## config.mk

```make
export PLATFORM = sky130hd
export DESIGN_NAME = two_input_lms_neuron_trainer_flat
export DESIGN_NICKNAME = d
export VERILOG_FILES = /design/src/rtl/lms_pkg.sv /design/src/rtl/lms_in_if.sv /design/src/rtl/lms_out_if.sv /design/src/rtl/lms_cfg_if.sv /design/src/rtl/lms_ctrl.sv /design/src/rtl/lms_dp.sv /design/src/rtl/two_input_lms_neuron_trainer.sv /design/src/flat_wrapper.sv
export SDC_FILE = /design/constraint.sdc
export NUM_CORES = 2
export LEC_CHECK = 0
export BUFFER_PORTS_ARGS = -buffer_cell sky130_fd_sc_hd__buf_2
export CAP_MARGIN = 40
export CORE_ASPECT_RATIO = 1.25
export CORE_UTILIZATION = 60
export DETAILED_ROUTE_END_ITERATION = 7
export PLACE_DENSITY = 0.76
export RECOVER_POWER = 100
export SYNTH_ARGS = -nofsm -noshare
export SYNTH_HDL_FRONTEND = slang
export SYNTH_SLANG_ARGS = --single-unit
```

## constraint.sdc

```tcl
create_clock -name clk -period 21.9 [get_ports clk]
set_clock_uncertainty 0.1 [all_clocks]
set_input_delay 2.19 -clock clk [delete_from_list [all_inputs] [get_ports clk]]
set_output_delay 2.19 -clock clk [all_outputs]
set_load 0.05 [all_outputs]
```

## src/rtl/lms_pkg.sv

```systemverilog
// ----------------------------------------------------------------------------
// lms_pkg
// Shared widths, constants, types and saturation helper for the LMS trainer.
// ----------------------------------------------------------------------------
package lms_pkg;

    // Q(DATA_W-FRAC_BITS).FRAC_BITS data, unsigned Q0.RATE_BITS learning rate
    localparam int DATA_W    = 16;
    localparam int FRAC_BITS = 12;
    localparam int RATE_BITS = 16;

    localparam int CFG_IDX_W  = 2;
    localparam int CFG_DATA_W = (DATA_W > RATE_BITS) ? DATA_W : RATE_BITS;

    // Datapath widths
    localparam int PROD_W    = 2 * DATA_W;             // sample * weight
    localparam int SUM_W     = PROD_W + 1;             // sum of two products
    localparam int SUM_RND_W = SUM_W + 1;              // plus rounding half
    localparam int RP_W      = RATE_BITS + 1 + DATA_W; // rate * error
    localparam int RP_RND_W  = RP_W + 1;
    localparam int RE_W      = RP_RND_W - RATE_BITS;   // scaled error step
    localparam int DP_W      = RE_W + DATA_W;          // step * sample
    localparam int DP_RND_W  = DP_W + 1;
    localparam int WIDE_W    = 2 * DATA_W + RATE_BITS + 2;

    localparam logic signed [DATA_W-1:0] DATA_MAX = {1'b0, {(DATA_W-1){1'b1}}};
    localparam logic signed [DATA_W-1:0] DATA_MIN = {1'b1, {(DATA_W-1){1'b0}}};
    localparam logic signed [WIDE_W-1:0] WIDE_MAX = WIDE_W'(DATA_MAX);
    localparam logic signed [WIDE_W-1:0] WIDE_MIN = WIDE_W'(DATA_MIN);

    // 1.0, or the largest positive value if 1.0 does not fit
    localparam logic signed [DATA_W-1:0] ONE_VALUE =
        (FRAC_BITS >= DATA_W - 1) ? DATA_MAX : DATA_W'(longint'(1) << FRAC_BITS);

    localparam logic [RATE_BITS-1:0] RATE_RESET = RATE_BITS'(13107);

    typedef enum logic [CFG_IDX_W-1:0] {
        REG_LEARN_RATE      = 2'd0,
        REG_INIT_WEIGHT_ONE = 2'd1,
        REG_INIT_WEIGHT_TWO = 2'd2
    } cfg_reg_t;

    typedef enum logic [2:0] {
        ST_IDLE,
        ST_PRODUCT,
        ST_ERROR,
        ST_RATE,
        ST_DELTA,
        ST_UPDATE
    } lms_state_t;

    typedef struct packed {
        logic load_item;
        logic product;
        logic calc_error;
        logic rate;
        logic delta;
        logic update;
    } lms_cmd_t;

    function automatic logic signed [DATA_W-1:0] sat_data(
        input logic signed [WIDE_W-1:0] x
    );
        logic signed [DATA_W-1:0] r;
        if (x > WIDE_MAX)
        begin
            r = DATA_MAX;
        end
        else if (x < WIDE_MIN)
        begin
            r = DATA_MIN;
        end
        else
        begin
            r = x[DATA_W-1:0];
        end
        return r;
    endfunction

endpackage

```

## src/rtl/lms_in_if.sv

```systemverilog
// ----------------------------------------------------------------------------
// lms_in_if
// Training sample channel: two samples, target and restart flag.
// ----------------------------------------------------------------------------
interface lms_in_if;
    import lms_pkg::*;

    logic                     valid;
    logic                     ready;
    logic signed [DATA_W-1:0] sample_one;
    logic signed [DATA_W-1:0] sample_two;
    logic signed [DATA_W-1:0] target_value;
    logic                     restart;

    modport source (output valid, sample_one, sample_two, target_value, restart,
                    input ready);
    modport sink   (input valid, sample_one, sample_two, target_value, restart,
                    output ready);
endinterface

```

## src/rtl/lms_out_if.sv

```systemverilog
// ----------------------------------------------------------------------------
// lms_out_if
// Result channel: neuron output and error.
// ----------------------------------------------------------------------------
interface lms_out_if;
    import lms_pkg::*;

    logic                     valid;
    logic                     ready;
    logic signed [DATA_W-1:0] neuron_output;
    logic signed [DATA_W-1:0] output_error;

    modport source (output valid, neuron_output, output_error, input ready);
    modport sink   (input valid, neuron_output, output_error, output ready);
endinterface

```

## src/rtl/lms_cfg_if.sv

```systemverilog
// ----------------------------------------------------------------------------
// lms_cfg_if
// Register write channel: register index and write data.
// ----------------------------------------------------------------------------
interface lms_cfg_if;
    import lms_pkg::*;

    logic                  valid;
    logic                  ready;
    logic [CFG_IDX_W-1:0]  reg_index;
    logic [CFG_DATA_W-1:0] data;

    modport source (output valid, reg_index, data, input ready);
    modport sink   (input valid, reg_index, data, output ready);
endinterface

```

## src/rtl/lms_ctrl.sv

```systemverilog
// ----------------------------------------------------------------------------
// lms_ctrl
// Sequencer for one training word: product, error, rate, delta, update.
// ----------------------------------------------------------------------------
module lms_ctrl
(
    input  logic             clk,
    input  logic             rst_n,
    input  logic             in_valid,
    output logic             in_ready,
    output logic             out_valid,
    input  logic             out_ready,
    output lms_pkg::lms_cmd_t cmd
);
    import lms_pkg::*;

    lms_state_t state_reg;
    lms_state_t state_next;
    logic       out_valid_reg;
    logic       out_valid_next;

    always_ff @(posedge clk or negedge rst_n)
    begin
        if (!rst_n)
        begin
            state_reg     <= ST_IDLE;
            out_valid_reg <= 1'b0;
        end
        else
        begin
            state_reg     <= state_next;
            out_valid_reg <= out_valid_next;
        end
    end

    always_comb
    begin
        state_next = state_reg;
        cmd        = '0;
        in_ready   = 1'b0;
        unique case (state_reg)
            ST_IDLE:
            begin
                in_ready = 1'b1;
                if (in_valid)
                begin
                    cmd.load_item = 1'b1;
                    state_next    = ST_PRODUCT;
                end
            end
            ST_PRODUCT:
            begin
                cmd.product = 1'b1;
                state_next  = ST_ERROR;
            end
            ST_ERROR:
            begin
                cmd.calc_error = 1'b1;
                state_next     = ST_RATE;
            end
            ST_RATE:
            begin
                cmd.rate   = 1'b1;
                state_next = ST_DELTA;
            end
            ST_DELTA:
            begin
                cmd.delta  = 1'b1;
                state_next = ST_UPDATE;
            end
            ST_UPDATE:
            begin
                // hold until the result register is free
                if (!out_valid_reg || out_ready)
                begin
                    cmd.update = 1'b1;
                    state_next = ST_IDLE;
                end
            end
            default:
            begin
                state_next = ST_IDLE;
            end
        endcase
    end

    always_comb
    begin
        priority if (cmd.update)
        begin
            out_valid_next = 1'b1;
        end
        else if (out_ready)
        begin
            out_valid_next = 1'b0;
        end
        else
        begin
            out_valid_next = out_valid_reg;
        end
    end

    assign out_valid = out_valid_reg;

    a_cmd_onehot: assert property (@(posedge clk) disable iff (!rst_n)
        $onehot0(cmd))
        else $error("more than one datapath command at once");

    a_update_slot_free: assert property (@(posedge clk) disable iff (!rst_n)
        cmd.update |-> (!out_valid_reg || out_ready))
        else $error("result overwritten before it was taken");

    a_update_sets_valid: assert property (@(posedge clk) disable iff (!rst_n)
        cmd.update |=> out_valid_reg)
        else $error("result word not presented after update");

    a_accept_starts: assert property (@(posedge clk) disable iff (!rst_n)
        (in_valid && in_ready) |=> (state_reg == ST_PRODUCT))
        else $error("accepted word did not start processing");

endmodule

```

## src/rtl/lms_dp.sv

```systemverilog
// ----------------------------------------------------------------------------
// lms_dp
// Datapath: registers, weights, multipliers, rounding and saturation.
// ----------------------------------------------------------------------------
module lms_dp
(
    input  logic                              clk,
    input  logic                              rst_n,
    input  lms_pkg::lms_cmd_t                 cmd,
    input  logic signed [lms_pkg::DATA_W-1:0] sample_one,
    input  logic signed [lms_pkg::DATA_W-1:0] sample_two,
    input  logic signed [lms_pkg::DATA_W-1:0] target_value,
    input  logic                              restart,
    input  logic                              cfg_write,
    input  logic [lms_pkg::CFG_IDX_W-1:0]     cfg_index,
    input  logic [lms_pkg::CFG_DATA_W-1:0]    cfg_data,
    output logic signed [lms_pkg::DATA_W-1:0] neuron_output,
    output logic signed [lms_pkg::DATA_W-1:0] output_error
);
    import lms_pkg::*;

    localparam logic signed [SUM_RND_W-1:0] OUT_HALF  = SUM_RND_W'(1) << (FRAC_BITS - 1);
    localparam logic signed [RP_RND_W-1:0]  RATE_HALF = RP_RND_W'(1) << (RATE_BITS - 1);
    localparam logic signed [DP_RND_W-1:0]  DLT_HALF  = DP_RND_W'(1) << (FRAC_BITS - 1);

    // configuration and weights
    logic        [RATE_BITS-1:0] learn_rate_reg;
    logic signed [DATA_W-1:0]    init_w1_reg;
    logic signed [DATA_W-1:0]    init_w2_reg;
    logic signed [DATA_W-1:0]    w1_reg;
    logic signed [DATA_W-1:0]    w2_reg;
    logic signed [DATA_W-1:0]    w1_next;
    logic signed [DATA_W-1:0]    w2_next;

    // payload
    logic signed [DATA_W-1:0] s1_reg;
    logic signed [DATA_W-1:0] s2_reg;
    logic signed [DATA_W-1:0] tg_reg;
    logic signed [PROD_W-1:0] prod1_reg;
    logic signed [PROD_W-1:0] prod2_reg;
    logic signed [DATA_W-1:0] out_reg;
    logic signed [DATA_W-1:0] err_reg;
    logic signed [RE_W-1:0]   re_reg;
    logic signed [DP_W-1:0]   dprod1_reg;
    logic signed [DP_W-1:0]   dprod2_reg;
    logic signed [DATA_W-1:0] res_out_reg;
    logic signed [DATA_W-1:0] res_err_reg;

    logic signed [SUM_W-1:0]     sum;
    logic signed [SUM_RND_W-1:0] sum_rnd;
    logic signed [SUM_RND_W-1:0] sum_shift;
    logic signed [DATA_W-1:0]    out_next;
    logic signed [DATA_W-1:0]    err_next;
    logic signed [RP_W-1:0]      rate_prod;
    logic signed [RP_RND_W-1:0]  rate_rnd;
    logic signed [RP_RND_W-1:0]  rate_shift;
    logic signed [DP_RND_W-1:0]  d1_rnd;
    logic signed [DP_RND_W-1:0]  d2_rnd;
    logic signed [DP_RND_W-1:0]  d1_shift;
    logic signed [DP_RND_W-1:0]  d2_shift;

    always_ff @(posedge clk or negedge rst_n)
    begin
        if (!rst_n)
        begin
            learn_rate_reg <= RATE_RESET;
            init_w1_reg    <= ONE_VALUE;
            init_w2_reg    <= ONE_VALUE;
            w1_reg         <= ONE_VALUE;
            w2_reg         <= ONE_VALUE;
        end
        else
        begin
            if (cfg_write)
            begin
                unique case (cfg_reg_t'(cfg_index))
                    REG_LEARN_RATE:      learn_rate_reg <= cfg_data[RATE_BITS-1:0];
                    REG_INIT_WEIGHT_ONE: init_w1_reg    <= cfg_data[DATA_W-1:0];
                    REG_INIT_WEIGHT_TWO: init_w2_reg    <= cfg_data[DATA_W-1:0];
                    default:             ;
                endcase
            end
            if (cmd.load_item && restart)
            begin
                w1_reg <= init_w1_reg;
                w2_reg <= init_w2_reg;
            end
            else if (cmd.update)
            begin
                w1_reg <= w1_next;
                w2_reg <= w2_next;
            end
        end
    end

    // output = round(s1*w1 + s2*w2), error = target - output
    always_comb
    begin
        sum       = SUM_W'(prod1_reg) + SUM_W'(prod2_reg);
        sum_rnd   = SUM_RND_W'(sum) + OUT_HALF;
        sum_shift = sum_rnd >>> FRAC_BITS;
        out_next  = sat_data(WIDE_W'(sum_shift));
        err_next  = sat_data(WIDE_W'(tg_reg) - WIDE_W'(out_next));
    end

    // step = round(rate * error >> RATE_BITS)
    always_comb
    begin
        rate_prod  = $signed({1'b0, learn_rate_reg}) * err_reg;
        rate_rnd   = RP_RND_W'(rate_prod) + RATE_HALF;
        rate_shift = rate_rnd >>> RATE_BITS;
    end

    // weight += round(step * sample >> FRAC_BITS), saturated
    always_comb
    begin
        d1_rnd   = DP_RND_W'(dprod1_reg) + DLT_HALF;
        d2_rnd   = DP_RND_W'(dprod2_reg) + DLT_HALF;
        d1_shift = d1_rnd >>> FRAC_BITS;
        d2_shift = d2_rnd >>> FRAC_BITS;
        w1_next  = sat_data(WIDE_W'(w1_reg) + WIDE_W'(d1_shift));
        w2_next  = sat_data(WIDE_W'(w2_reg) + WIDE_W'(d2_shift));
    end

    always_ff @(posedge clk)
    begin
        if (cmd.load_item)
        begin
            s1_reg <= sample_one;
            s2_reg <= sample_two;
            tg_reg <= target_value;
        end
        if (cmd.product)
        begin
            prod1_reg <= s1_reg * w1_reg;
            prod2_reg <= s2_reg * w2_reg;
        end
        if (cmd.calc_error)
        begin
            out_reg <= out_next;
            err_reg <= err_next;
        end
        if (cmd.rate)
        begin
            re_reg <= rate_shift[RE_W-1:0];
        end
        if (cmd.delta)
        begin
            dprod1_reg <= re_reg * s1_reg;
            dprod2_reg <= re_reg * s2_reg;
        end
        if (cmd.update)
        begin
            res_out_reg <= out_reg;
            res_err_reg <= err_reg;
        end
    end

    assign neuron_output = res_out_reg;
    assign output_error  = res_err_reg;

endmodule

```

## src/rtl/two_input_lms_neuron_trainer.sv

```systemverilog
// A result word is registered and valid after the product, error, rate, delta
// and update states; update waits while a result is unread. Weight update of
// one word completes before the next word is accepted, as set by the dependent
// chain product -> rate * error -> step * sample through the shared datapath.
// Reset (rst_n low, asynchronous): learning rate 13107, initial and working
// weights 1.0, sequencer idle, no result pending.
// ----------------------------------------------------------------------------
// two_input_lms_neuron_trainer
// Online delta-rule trainer for a two-input linear neuron.
// ----------------------------------------------------------------------------
module two_input_lms_neuron_trainer
(
    input  logic      clk,
    input  logic      rst_n,
    lms_in_if.sink    item,
    lms_out_if.source result,
    lms_cfg_if.sink   cfg
);
    import lms_pkg::*;

    lms_cmd_t cmd;

    assign cfg.ready = 1'b1;

    lms_ctrl u_ctrl
    (
        .clk       (clk),
        .rst_n     (rst_n),
        .in_valid  (item.valid),
        .in_ready  (item.ready),
        .out_valid (result.valid),
        .out_ready (result.ready),
        .cmd       (cmd)
    );

    lms_dp u_dp
    (
        .clk           (clk),
        .rst_n         (rst_n),
        .cmd           (cmd),
        .sample_one    (item.sample_one),
        .sample_two    (item.sample_two),
        .target_value  (item.target_value),
        .restart       (item.restart),
        .cfg_write     (cfg.valid),
        .cfg_index     (cfg.reg_index),
        .cfg_data      (cfg.data),
        .neuron_output (result.neuron_output),
        .output_error  (result.output_error)
    );

endmodule
```

## src/flat_wrapper.sv

```systemverilog
// flat-port wrapper written by rule: the top's interface ports become plain ports
module two_input_lms_neuron_trainer_flat import lms_pkg::*;
  (clk, rst_n, item_valid, item_sample_one, item_sample_two, item_target_value, item_restart, item_ready, result_valid, result_neuron_output, result_output_error, result_ready, cfg_valid, cfg_reg_index, cfg_data, cfg_ready);
  lms_in_if item_i ();
  lms_out_if result_i ();
  lms_cfg_if cfg_i ();
  input  logic clk;
  input  logic rst_n;
  input wire logic [$bits(item_i.valid)-1:0] item_valid;
  input wire logic [$bits(item_i.sample_one)-1:0] item_sample_one;
  input wire logic [$bits(item_i.sample_two)-1:0] item_sample_two;
  input wire logic [$bits(item_i.target_value)-1:0] item_target_value;
  input wire logic [$bits(item_i.restart)-1:0] item_restart;
  output wire logic [$bits(item_i.ready)-1:0] item_ready;
  output wire logic [$bits(result_i.valid)-1:0] result_valid;
  output wire logic [$bits(result_i.neuron_output)-1:0] result_neuron_output;
  output wire logic [$bits(result_i.output_error)-1:0] result_output_error;
  input wire logic [$bits(result_i.ready)-1:0] result_ready;
  input wire logic [$bits(cfg_i.valid)-1:0] cfg_valid;
  input wire logic [$bits(cfg_i.reg_index)-1:0] cfg_reg_index;
  input wire logic [$bits(cfg_i.data)-1:0] cfg_data;
  output wire logic [$bits(cfg_i.ready)-1:0] cfg_ready;
  assign item_i.valid = item_valid;
  assign item_i.sample_one = item_sample_one;
  assign item_i.sample_two = item_sample_two;
  assign item_i.target_value = item_target_value;
  assign item_i.restart = item_restart;
  assign item_ready = item_i.ready;
  assign result_valid = result_i.valid;
  assign result_neuron_output = result_i.neuron_output;
  assign result_output_error = result_i.output_error;
  assign result_i.ready = result_ready;
  assign cfg_i.valid = cfg_valid;
  assign cfg_i.reg_index = cfg_reg_index;
  assign cfg_i.data = cfg_data;
  assign cfg_ready = cfg_i.ready;
  two_input_lms_neuron_trainer u_core (.clk(clk), .rst_n(rst_n), .item(item_i), .result(result_i), .cfg(cfg_i));
endmodule
```

# Word level (Yosys, flattened, before mapping)
# Cells that the tools add are included.
# word_totals
ram_bits	0
inputBits	72
latchBits	0
register_bits	346
n_memories	0
romBits	0
# op_classes
shifts	0
n_mux	25
n_eq_ne	9
div	0
reduce_logical	11
bitwise	0
n_mul	5
add_sub_neg	8
magnitude_cmp	8
# op_table
cell	count
16-bit two-way mux	11
34-bit by 13-bit adder with 35-bit output, second input constant	2
18-bit by 16-bit multiplier with 34-bit output	2
16-bit by 16-bit multiplier with 32-bit output	2
16-bit by 23-bit adder with 24-bit output	2
24-bit by 16-bit > comparator with 1-bit output, second input constant	2
24-bit by 16-bit less-than comparator with 1-bit output, second input constant	2
33-bit by 13-bit adder with 34-bit output, second input constant	1
33-bit by 17-bit adder with 34-bit output, second input constant	1
32-bit by 32-bit adder with 33-bit output	1
17-bit by 16-bit multiplier with 33-bit output	1
22-bit by 16-bit > comparator with 1-bit output, second input constant	1
22-bit by 16-bit less-than comparator with 1-bit output, second input constant	1
3-bit case mux with 6 select lines	1
17-bit by 16-bit > comparator with 1-bit output, second input constant	1
17-bit by 16-bit less-than comparator with 1-bit output, second input constant	1
16-bit by 16-bit subtractor with 17-bit output	1
1-bit two-way mux	11
2-bit AND reduction	4
3-bit by 2-bit equality test with 1-bit output, second input constant	2
3-bit equality test, second input constant	2
3-bit two-way mux	2
2-bit inequality test, second input constant	2
2-bit nonzero test	2
other kinds (8)	8

# Longest topological paths before layout
# depth
word_depth	8
ltp_mapped	29
depth_no_buf	28

# Modules after synthesis
# A second synthesis with hierarchy kept.
# hier_totals
hier_cells	6708
area_unflattened_um2	64850.9
# modules_own_cells
module	n_inst	area_each_um2	cells_each
lms_dp	1	64588.2	6679
lms_ctrl	1	251.5	27
two_input_lms_neuron_trainer	1	11.3	2

# Worst setup path after synthesis
# No wires, ideal clock.
# synth_path
path_kind	reg-to-reg
from	reg u_core.u_dp.w2_reg[4]
to	reg u_core.u_dp.prod2_reg[31] (data pin)
synth_period_minus_slack_ps	7173
t_arrival_ps	6813
setup_slack_ps	14727
n_path_buf	2
stages_incl_launch_ff	26
required_time_ps	21541
cell_sequence	dfrtp_1 clkbuf_1 clkbuf_1 nand2_1 fa_1 inv_1 fa_1 inv_1 fa_1 fa_1 inv_1 fa_1 inv_1 fa_1 inv_1 ha_1 nor2b_1 or3_1 a2111oi_0 o31ai_1 o41ai_1 o21ai_0 nor4_1 o311a_1 a21oi_1 xnor2_1
# synth_via
elab_chain_len	1
# synth_rtl
item	line_no	rtl
from (decl)	lms_dp.sv:31	logic signed [DATA_W-1:0] w2_reg;
from (signal assigned)	lms_dp.sv:86	w2_reg <= init_w2_reg;
from (signal assigned)	lms_dp.sv:91	w2_reg <= w2_next;
16-bit by 16-bit multiplier with 32-bit output	lms_dp.sv:136	prod2_reg <= s2_reg * w2_reg;
to (signal assigned)	lms_dp.sv:136	
to (decl)	lms_dp.sv:40	logic signed [PROD_W-1:0] prod2_reg;
# Every way passes these cells.
# A chain may end at the register's enable or synchronous reset.

# Final worst setup path
# layout_path
from	reg u_core.u_dp.prod1_reg[16]
to	reg u_core.u_dp.err_reg[2] (data pin)
# layout_via
elab_chain_len	8
elab_cells_between_ends	10
cone_classes	3 x add/sub; 4 x order compare; 3 x mux
# layout_rtl
item	line_no	rtl
from (decl)	lms_dp.sv:39	logic signed [PROD_W-1:0] prod1_reg;
from (signal assigned)	lms_dp.sv:135	prod1_reg <= s1_reg * w1_reg;
32-bit by 32-bit adder with 33-bit output *	lms_dp.sv:99	sum = SUM_W'(prod1_reg) + SUM_W'(prod2_reg);
33-bit by 13-bit adder with 34-bit output *	lms_dp.sv:100	sum_rnd = SUM_RND_W'(sum) + OUT_HALF;
22-bit by 16-bit less-than comparator with 1-bit output	lms_pkg.sv:69	else if (x < WIDE_MIN)
16-bit two-way mux	lms_pkg.sv:69	
16-bit two-way mux *	lms_pkg.sv:65	if (x > WIDE_MAX)
16-bit by 16-bit subtractor with 17-bit output *	lms_dp.sv:103	err_next = sat_data(WIDE_W'(tg_reg) - WIDE_W'(out_next));
17-bit by 16-bit less-than comparator with 1-bit output	lms_pkg.sv:69	
16-bit two-way mux	lms_pkg.sv:69	
to (signal assigned)	lms_dp.sv:141	err_reg <= err_next;
to (decl)	lms_dp.sv:42	logic signed [DATA_W-1:0] err_reg;
# Every way passes the cells marked *; elsewhere a longest branch is shown, timed or not.

==> summary.md <==
| Metric | Value |
|---|---|
| Status | `finished with violations` |
| Failing checks | `max-capacitance violations, max-slew violations` |
| Initial antenna violation count | `5` |
| DRT antenna net count | `0` |
| CTS Hold Bufs | `0` |
| Inserted Clock Buffers | `41` |
| Netlist cell types | `88` |
| Placed Cells | `approximately 8100` |
| R2r startpoint | `u_core.u_dp.prod1_reg[16]` |
| Register-to-register path setup slack | `~12 ns` |
| Vias | `roughly 46000` |
| Number of enable flip-flop cells after synthesis | `240` |
| Die width | `about 300 µm` |
| PortBufs | `around 110` |
| Layout cells sized above 1 | `4.04%` |
| Pre-CTS WS | `14.06 ns` |
| # fillers | `between 8000 and 9000` |
| Cell Rows | `134` |
| Metal3 WL | `11400 µm` |
| Max clock buf depth | `3` |
| First-pass GRT wire length | `266000 µm` |
| Worst skew pair latency | `0.64 ns` |
| Core region area | `0.107 mm²` |
| DR iter-0 viols | `between 3000 and 4000` |
| Final Wtd Congestion | `0.970` |
| Mean routed wirelength per cell | `about 20 µm` |
| RSZ-0062 raised after global routing | `false` |
| Ratio of final minimum period to clock period | `45.3%` |
| Crit path launch type | `flop` |
| Slowest CP cell | `a2111oi_0` |
| Worst slew pin tran | `3.31 ns` |
| Area growth syn-to-layout | `4.84%` |
| Delay-heaviest family, CP | `compound AO/OA/AOI/OAI gates` |
| Fin util | `63.7%` |
| CTS tree | `done` |
| Final setup viols | `0` |
| Predominant post-synthesis flop cell | `edfxtp_1` |
| Worst reg2reg path depth | `25` |
| Synth Net Count | `8688` |
| Tmin final | `9.93 ns` |
| Total global routing overflow | `0` |
| WL met2 | `about 80000 µm` |
| Max Used Layer | `met5` |
| Boundary pin count | `approximately 110` |
| Post-DR vias/cell | `5.67` |
| Hold endpoint | `u_core.u_dp.neuron_output[6]` |
| Hold path depth | `0` |
| Fin nets | `slightly below 9000` |
| Hold crit path type | `reg -> reg` |
| Post-CTS Setup Inserts | `0` |
| Async set-reset flop share out of synthesis | `25.9%` |
| Critical Path RT | `22.15 ns` |
| Mean Syn Cell Area | `9.63 µm²` |
| Final TNS setup | `0 ns` |
| Reg2reg end | `u_core.u_dp.err_reg[2]` |
| Crit Path Max Fanout | `15` |
| Register area share after synthesis | `roughly 14%` |
| Clk pin slew, worst setup/hold paths | `0.06 ns` |
| Final non-filler cell total | `between 8000 and 9000` |
| Worst Path Class, Setup | `reg -> reg` |
| WP buf/inv | `0` |
| Maximum clock rate | `101 MHz` |
| H-tree level count | `2` |
| Commonest non-fill, non-tap cells in the layout | `1500 x inv_1, 1298 x fa_1, 843 x nand2_1` |
| Die area | `0.110 mm²` |
| Clock sinks | `324` |
| Max incr delay on CP | `1.57 ns` |
| Overall routing resource usage | `a little under a third` |
| CTS root buffer | `clkbuf_16` |
| Relative slew slack | `-121%` |
| Post-DP HPWL | `129000 µm` |
| Mapped Area | `between 0.06 and 0.07 mm²` |
| Height of the die | `370 µm` |
| Final hold violations | `0` |
| Leading cell type in the layout, fill and taps excluded | `inv_1` |
| Largest net degree at the start of global routing | `58` |
| Vias in the first global route | `50300` |
| YS warnings | `0` |
| Syn Inst Count | `just under 7000` |
| Critical path depth | `25` |
| Met1 WL | `61800 µm` |
| Yosys reg bits | `324` |
| Final wirelength | `165000 µm` |
| Initial Util | `60.7%` |
| Slew Limit Fails | `430` |
| Crit path capture type | `flop` |
| Hold Startpoint | `u_core.u_dp.out_reg[6]` |
| Critical path data arrival time | `10.17 ns` |
| Max-Cap Viols | `13` |
| Drt pass-1 iters | `6` |
| PostCTS Resize Cnt | `0` |
| Post-route setup slack | `11.97 ns` |
| DR DRC count | `0` |
-- how the worst max path moves through the flow --
stage,start,slack (ns),endpoint
2_1_floorplan,u_core.u_dp.w2_reg[4],14.73,u_core.u_dp.prod2_reg[31]
3_3_place_gp,u_core.u_dp.w2_reg[1],14.18,u_core.u_dp.prod2_reg[31]
3_5_place_dp,u_core.u_dp.prod1_reg[16],14.06,u_core.u_dp.err_reg[14]
4_1_cts,u_core.u_dp.prod1_reg[16],14.00,u_core.u_dp.err_reg[14]
5_1_grt,u_core.u_dp.prod1_reg[16],11.03,u_core.u_dp.err_reg[10]
6_report,u_core.u_dp.prod1_reg[16],11.97,u_core.u_dp.err_reg[2]
-- kinds of logic (layout without fill, tap and decap cells) --
kind of cell / after synthesis / in the layout / share of synthesized area, %
compound gates: 545 / 545 / 5.49
xor+xnor: 239 / 239 / 3.22
fa+ha+maj: 1878 / 1878 / 51.2
buf+inv: 1770 / 1757 / 10.3
flops: 324 / 324 / 14.4
mux: 51 / 51 / 0.919
other cells: 1 / 6 / 0.00577
simple gates: 1934 / 1934 / 14.6
-- cell usage after synthesis (10+ instances only) --
master	count	area [µm²]
nand2_1	843	3160
nand2b_1	93	582
nor3_1	57	285
and3_1	48	300
o31ai_1	10	75.1
o21ai_0	100	500
nand3_1	56	280
clkbuf_1	253	950
inv_1	1501	5630
edfxtp_1	240	7210
ha_1	576	7210
nor2_1	177	664
dfrtp_1	72	1800
nand4_1	20	125
a21o_1	44	330
or2_2	11	68.8
a21oi_1	168	841
and2_1	540	3380
dfstp_2	12	315
o21bai_1	22	165
xor2_1	50	438
o21a_1	31	233
or3_1	23	144
a211oi_1	13	97.6
nor2b_1	33	206
fa_1	1298	26000
a31oi_1	25	156
mux2_2	49	552
o311ai_0	10	87.6
xnor2_1	189	1660
-- worst reg2reg max path: cells and delay by family, from the launching register on --
family / cells / cell delay, ns
compound gates: 15 / 5.41
fa+ha+maj: 5 / 1.79
simple gates: 4 / 1.17
mux: 1 / 0.79
flops: 1 / 0.38
-- layer usage --
metal,vias to the layer above,global-route usage [%]
li1,20400,-
met5,-,0
met2,1879,54.4
met3,487,4.46
met1,23500,38.6
met4,10,16.3
-- area by class of cell --
cell class	instances	area, µm²	share of cell area (%)
flip-flops and latches	324	9320	13.7
inverters	1502	5640	8.28
repair buffers	183	993	1.46
diodes	5	12.5	0.0184
clock inverters	21	304	0.447
multi-input cells	4648	48900	71.8
well taps	1428	1790	2.62
clock buffers	51	1120	1.64
-- per-stage QoR --
stage / instance area, µm² / hold WS [ns]
global placement: 66800 / 0.303
global route: 68100 / 0.324
detailed placement: 66900 / 0.305
floorplan: 64900 / 0.300
finish: 68100 / 0.318
CTS: 68300 / 0.319
Power is left out: the tool's default activity adds up to more than one toggle a clock period on the data nets, which glitch-free logic cannot reach.
